$ cat config.mk
export PLATFORM = sky130hd
export DESIGN_NAME = ipe_ctrl
export DESIGN_NICKNAME = d
export VERILOG_FILES = /design/src/design/ipe_pkg.sv /design/src/design/ipe_ctrl.sv
export SDC_FILE = /design/constraint.sdc
export NUM_CORES = 1
export LEC_CHECK = 0
export BUFFER_PORTS_ARGS = -buffer_cell sky130_fd_sc_hd__buf_2
export CORE_AREA = 2 2 39 41
export CTS_CLUSTER_DIAMETER = 120
export DETAILED_ROUTE_END_ITERATION = 16
export DIE_AREA = 0 0 41 43
export SYNTH_ARGS = -nofsm -noshare
export SYNTH_HDL_FRONTEND = slang
export SYNTH_SLANG_ARGS = --single-unit
$ cat constraint.sdc
create_clock -name clk -period 1.1 [get_ports clk]
set_input_delay 0.11 -clock clk [delete_from_list [all_inputs] [get_ports clk]]
set_output_delay 0.11 -clock clk [all_outputs]
set_load 0.05 [all_outputs]
$ cat src/design/ipe_pkg.sv
`timescale 1ns / 1ps
// ----------------------------------------------------------------------------
// ipe_pkg - image patch extractor shared definitions
// Field widths, command and status codes, register indexes and the
// command/status groups between controller and datapath.
// ----------------------------------------------------------------------------
package ipe_pkg;

  localparam int PIX_W       = 32;
  localparam int IDX_W       = 23;
  localparam int CMD_W       = 2;
  localparam int CHC_W       = 3;
  localparam int DIM_W       = 7;
  localparam int OFS_W       = 6;
  localparam int PATCH_MAX   = 64;
  localparam int CFG_IDX_W   = 3;
  localparam int CFG_DATA_W  = 7;
  // origin plus stride plus side
  localparam int GEO_W       = 9;
  // product of two dimensions
  localparam int DIMP_W      = 14;
  localparam int TOT_W       = 17;
  localparam int PLEN_W      = 15;
  localparam int PREP_CYCLES = 2;
  localparam int PREP_W      = 2;

  typedef enum logic [CMD_W-1:0] {
    CMD_START  = 2'd0,
    CMD_LOAD   = 2'd1,
    CMD_EMIT   = 2'd2,
    CMD_UNUSED = 2'd3
  } cmd_code_t;

  typedef enum logic [1:0] {
    ST_OK         = 2'd0,
    ST_NOT_LOADED = 2'd1,
    ST_EMPTY      = 2'd2,
    ST_OVERFLOW   = 2'd3
  } status_t;

  localparam logic [CFG_IDX_W-1:0] REG_CHANNELS   = 3'd0;
  localparam logic [CFG_IDX_W-1:0] REG_HEIGHT     = 3'd1;
  localparam logic [CFG_IDX_W-1:0] REG_WIDTH      = 3'd2;
  localparam logic [CFG_IDX_W-1:0] REG_PATCH      = 3'd3;
  localparam logic [CFG_IDX_W-1:0] REG_STRIDE     = 3'd4;
  localparam logic [CFG_IDX_W-1:0] REG_CLASS_SLOT = 3'd5;

  typedef struct packed {
    logic accept;
    logic deliver;
  } dp_cmd_t;

  typedef struct packed {
    logic has_result;
    logic out_free;
  } dp_sts_t;

endpackage

$ cat src/design/ipe_ctrl.sv
`timescale 1ns / 1ps
// ----------------------------------------------------------------------------
// ipe_ctrl - patch extractor controller
// Takes requests, waits for derived sizes to settle after configuration and
// hands each result from the read stage to the output register.
// ----------------------------------------------------------------------------
module ipe_ctrl import ipe_pkg::*; (
  input  logic    clk,
  input  logic    rst_n,
  input  logic    cfg_we,
  input  logic    in_valid,
  output logic    in_ready,
  input  dp_sts_t sts,
  output dp_cmd_t cmd
);

  typedef enum logic {
    S_IDLE,
    S_HOLD
  } state_t;

  state_t            state_r, state_nxt;
  logic [PREP_W-1:0] prep_r, prep_nxt;

  always_comb begin
    in_ready    = (state_r == S_IDLE) && (prep_r == '0) && !cfg_we;
    cmd.accept  = in_ready && in_valid;
    cmd.deliver = (state_r == S_HOLD) && sts.out_free;
    state_nxt   = state_r;
    case (state_r)
      S_IDLE: begin
        if (cmd.accept && sts.has_result) state_nxt = S_HOLD;
      end
      S_HOLD: begin
        if (cmd.deliver) state_nxt = S_IDLE;
      end
      default: state_nxt = S_IDLE;
    endcase
    prep_nxt = prep_r;
    if (cfg_we) begin
      prep_nxt = PREP_W'(PREP_CYCLES);
    end else if (prep_r != '0) begin
      prep_nxt = prep_r - 1'b1;
    end
  end

  always_ff @(posedge clk) begin
    if (!rst_n) begin
      state_r <= S_IDLE;
      prep_r  <= PREP_W'(PREP_CYCLES);
    end else begin
      state_r <= state_nxt;
      prep_r  <= prep_nxt;
    end
  end

  a_hold_stall: assert property (@(posedge clk) disable iff (!rst_n)
    (state_r == S_HOLD && !sts.out_free) |=> (state_r == S_HOLD))
    else $error("held result left the read stage while output was full");

  a_cfg_blocks: assert property (@(posedge clk) disable iff (!rst_n)
    cfg_we |=> !in_ready)
    else $error("request taken before derived sizes settled");

endmodule

* Yosys cells after proc, flatten, opt, wreduce, memory -nomap -nowiden
Cells that the tools add are included.
** Storage, ports and cells
- Flip-flop bits (word level) :: 3
- Word-level logic and storage cells :: 17
** Operators by class
- Add/sub/neg operators :: 1
- Muxes and demuxes :: 3
- Bitwise gates (word level) :: 2
- Reduce and logical (&&, ||, !) cells :: 9
** Operators by type and width (number)
- $logic_and A1 B1 Y1 :: 5
- $logic_not A2 Y1 :: 1
- $mux W1 :: 2
- $not A1 Y1 :: 2
- $pmux W1 S2 :: 1
- $reduce_bool A2 Y1 :: 1
- $reduce_or A2 Y1 :: 1
- $sub A2 B1 Y2 const B :: 1
- $logic_not A1 Y1 :: 1

* Depth between registers and ports, before layout
- Depth after elaboration :: 7
- Mapped depth :: 4
- Mapped depth without buffers :: 4

* Least setup slack after synthesis
Ideal clock, no wire load.
- Path kind :: reg-to-output
- Start :: register prep_r[0]
- End :: output in_ready
- Data arrival time :: 1.732 ns
- Slack :: -0.742 ns
- Cell stages (with the launch flop) :: 4
- Path buffers :: 0
- Path through :: dfxtp_1 inv_1 ha_1 nor3b_1
** Between the ends
- Cells in the longest elaborated chain, start to end :: 3
** Ends and longest elaborated chain
- start, declared :: RTL line ipe_ctrl.sv:23 : logic [PREP_W-1:0] prep_r, prep_nxt;
- start signal, assigned :: RTL line ipe_ctrl.sv:50 : prep_r <= PREP_W'(PREP_CYCLES);
- start signal, assigned :: RTL line ipe_ctrl.sv:53 : prep_r <= prep_nxt;
- $logic_not A2 Y1 :: RTL line ipe_ctrl.sv:26 : in_ready = (state_r == S_IDLE) && (prep_r == '0) && !cfg_we;
- $logic_and A1 B1 Y1 (2 in a row) :: RTL line ipe_ctrl.sv:26
- end, declared :: RTL line ipe_ctrl.sv:12 : output logic in_ready,
No other way between the ends.

==> impl_metrics.toml <==
[final_layout]
areaGrowthSynthToFinish_pct = 80.58
final_cells = 47
fin_nets = 39
fillers = 142
antennaDiodeCount = 0
drive_gt1_frac = 0.6452

[sta]
tns_ns = -0.2423
fin_crit_sh = 1.127
report.final.slew_viol_count = 0
rsz0062_at_grt = "true"
finalHoldViolCount = 0
setup_slack_ns = -0.1400
worstMarginPinSlew_ns = 0.1335
period_needed_ns = 1.240
relSlewSlack = 0.9100
clock.fmax_ghz = 0.8065
fin_skew_ns = 0.0004205
finalSetupViolCount = 2

[route]
wl_per_cell_um = 7.596
drc = 0
via_per_inst = 3.553
wl_um = 357
num_vias = 167
drt_iter0_drc = 1
dr.pass1.iters = 4
antenna_left = 0

[worst_setup_path]
cp_top_family = "flip-flops"
worst-endpoint-required_ns = 0.99
cp.arrival_ns = 1.13
critical_path_peak_fanout = 3
end_kind = "output pin"
crit_type = "flop to output pin"
cp_slowest_cell = "dfxtp_2"
crit_buf_inv = 2
cp_cell_sequence = "inv_2 -> ha_4 -> and4bb_4 -> buf_8"
startpoint_type = "flop"
max_stage_delay_ns = 0.31

[synthesis]
syn_inst = 18
ys_ff_latch = 3
yosysWarnings = 0
ys_seq_area_frac = 0.3453
netlist-cell-type-count = 12
syn_area_um2 = 173.9
syn_nets = 25
syn_avg_cell_area_um2 = 9.662

[cts]
cts_sinks = 3
clk_path_buf_depth = 2
clk_latency_ns = 0.23
clkTransAtPathRegs_ns = 0.04
cts_tree = "yes"
htree_levels = 1
numCtsBuffers = 3
clockRootBuffer = "clkbuf_4"

[grt]
met2_usage = 0.06250
grt_util_met1 = 0.06709
grt_max_degree = 6
met3_usage = 0.03665
grt_pass1_vias = 170
overflow = 0
antenna_found_initial = 0
grt_pass1_wl_um = 648
grt.busiest_layer = "met4"
grt_usage = 0.06012

[placement]
portBuffers = 8
place_ws_ns = 0.006428
placedCellCount = 43
place_congestion = 0.6174
place_hpwl_um = 277.1

[floorplanning]
io-pin-count = 9
die_h_um = 43
row_count = 14
die_area_um2 = 1763
die_w_um = 41
initial_utilization = 0.1257
core_um2 = 1384

[power_and_ir_drop]
powerDensity_nw_per_um2 = 1230
p_leak_nw = 0.1437
ir_drop_mv = 0.5749

[outcome]
outcome = "complete, but fails checks"
failed_checks = "setup timing"

[run]
drv_cap = 0

[hold_path]
hp-class = "input pin to flop"
cells by family after synthesis:
group	share of synthesized area
xor gates and xnor gates	0.05037
AOI/OAI and AO/OA	0.08631
and+or+nand+nor	0.3813
DFF	0.3453
adders and majority gates	0.07193
buffers and inverters	0.06474
stage by stage:
step | hold slack, ns | utilization | cell area [um^2] | total power, mW
2_1_floorplan | 0.2718 | - | 198.9 | 0.1701
3_3_place_gp | 0.3792 | 0.1926 | 266.5 | 0.1908
4_1_cts | 0.1393 | 0.2269 | 314.1 | 0.3999
3_5_place_dp | 0.3821 | 0.1926 | 266.5 | 0.1938
6_report | 0.1416 | 0.2269 | 314.1 | 0.3862
5_1_grt | 0.1542 | 0.2269 | 314.1 | 0.4066
registers in the layout (all words and copies together), names as in the netlist:
register / cells
prep_r: 2
state_r: 1
area by class of cell:
type                       instances  area (um^2)  area share
tap                               16        20.02     0.06375
timing repair buffer               9        66.31      0.2112
sequential                         3        63.81      0.2032
clock buffer                       4        26.28     0.08367
multi-input combinational         12        126.4      0.4024
inverter                           3        11.26     0.03586
path summary, 6_finish.rpt:
kind / from / end / slack (ns) / cells past startpoint
setup / recovery: prep_r[1] / cmd[1] / -0.14 / 4
hold / removal: sts[1] / state_r / 0.14 / 2
setup reg to reg: prep_r[0] / prep_r[0] / 0.07 / 5
hold reg to reg: prep_r[1] / prep_r[1] / 0.54 / 2
what timing repair did:
item | CTS | global route
hold buffers | 0 | 0
setup endpoints to repair | 3 | 2
setup buffers | 0 | 0
gates resized for setup | 8 | 0
metal layers:
metal / vias up / wire length [um]
li1: 85 / -
met1: 76 / 149
met2: 6 / 183
met3: 0 / 24
met4: 0 / 0
met5: - / 0
cell usage in the layout, fill, tap and decap left out, drive strengths merged:
master	netlist	final
nor2b	1	1
and3b	1	1
and4bb	1	1
nor3b	1	1
o21ai	1	1
a41o	1	1
clkbuf	0	4
dfxtp	3	3
and2	2	2
buf	0	9
xnor2	1	1
inv	3	3
ha	1	1
and2b	2	2
synth_stat cells:
master    count  share of area
and2_1        2          0.072
and4bb_4      1          0.094
dfxtp_1       3           0.35
xnor2_1       1          0.050
inv_1         3          0.065
and2b_1       2          0.086
ha_1          1          0.072
nor3b_1       1          0.043
a41o_1        1          0.058
and3b_1       1          0.050
o21ai_0       1          0.029
nor2b_1       1          0.036
power by group:
part	internal (mW)	switching, mW	total [mW]
Combinational	0.0412	0.0332	0.0745
Sequential	0.117	0.00496	0.122
Clock	0.136	0.0538	0.189
Total	0.294	0.0920	0.386
worst register-to-register path: stages, from the launching register on:
cell	delay [ns]
dfxtp_2	0.33
inv_2	0.04
ha_4	0.15
buf_4	0.13
xnor2_1	0.11
and2_1	0.15
(Power assumes the default switching activity.)
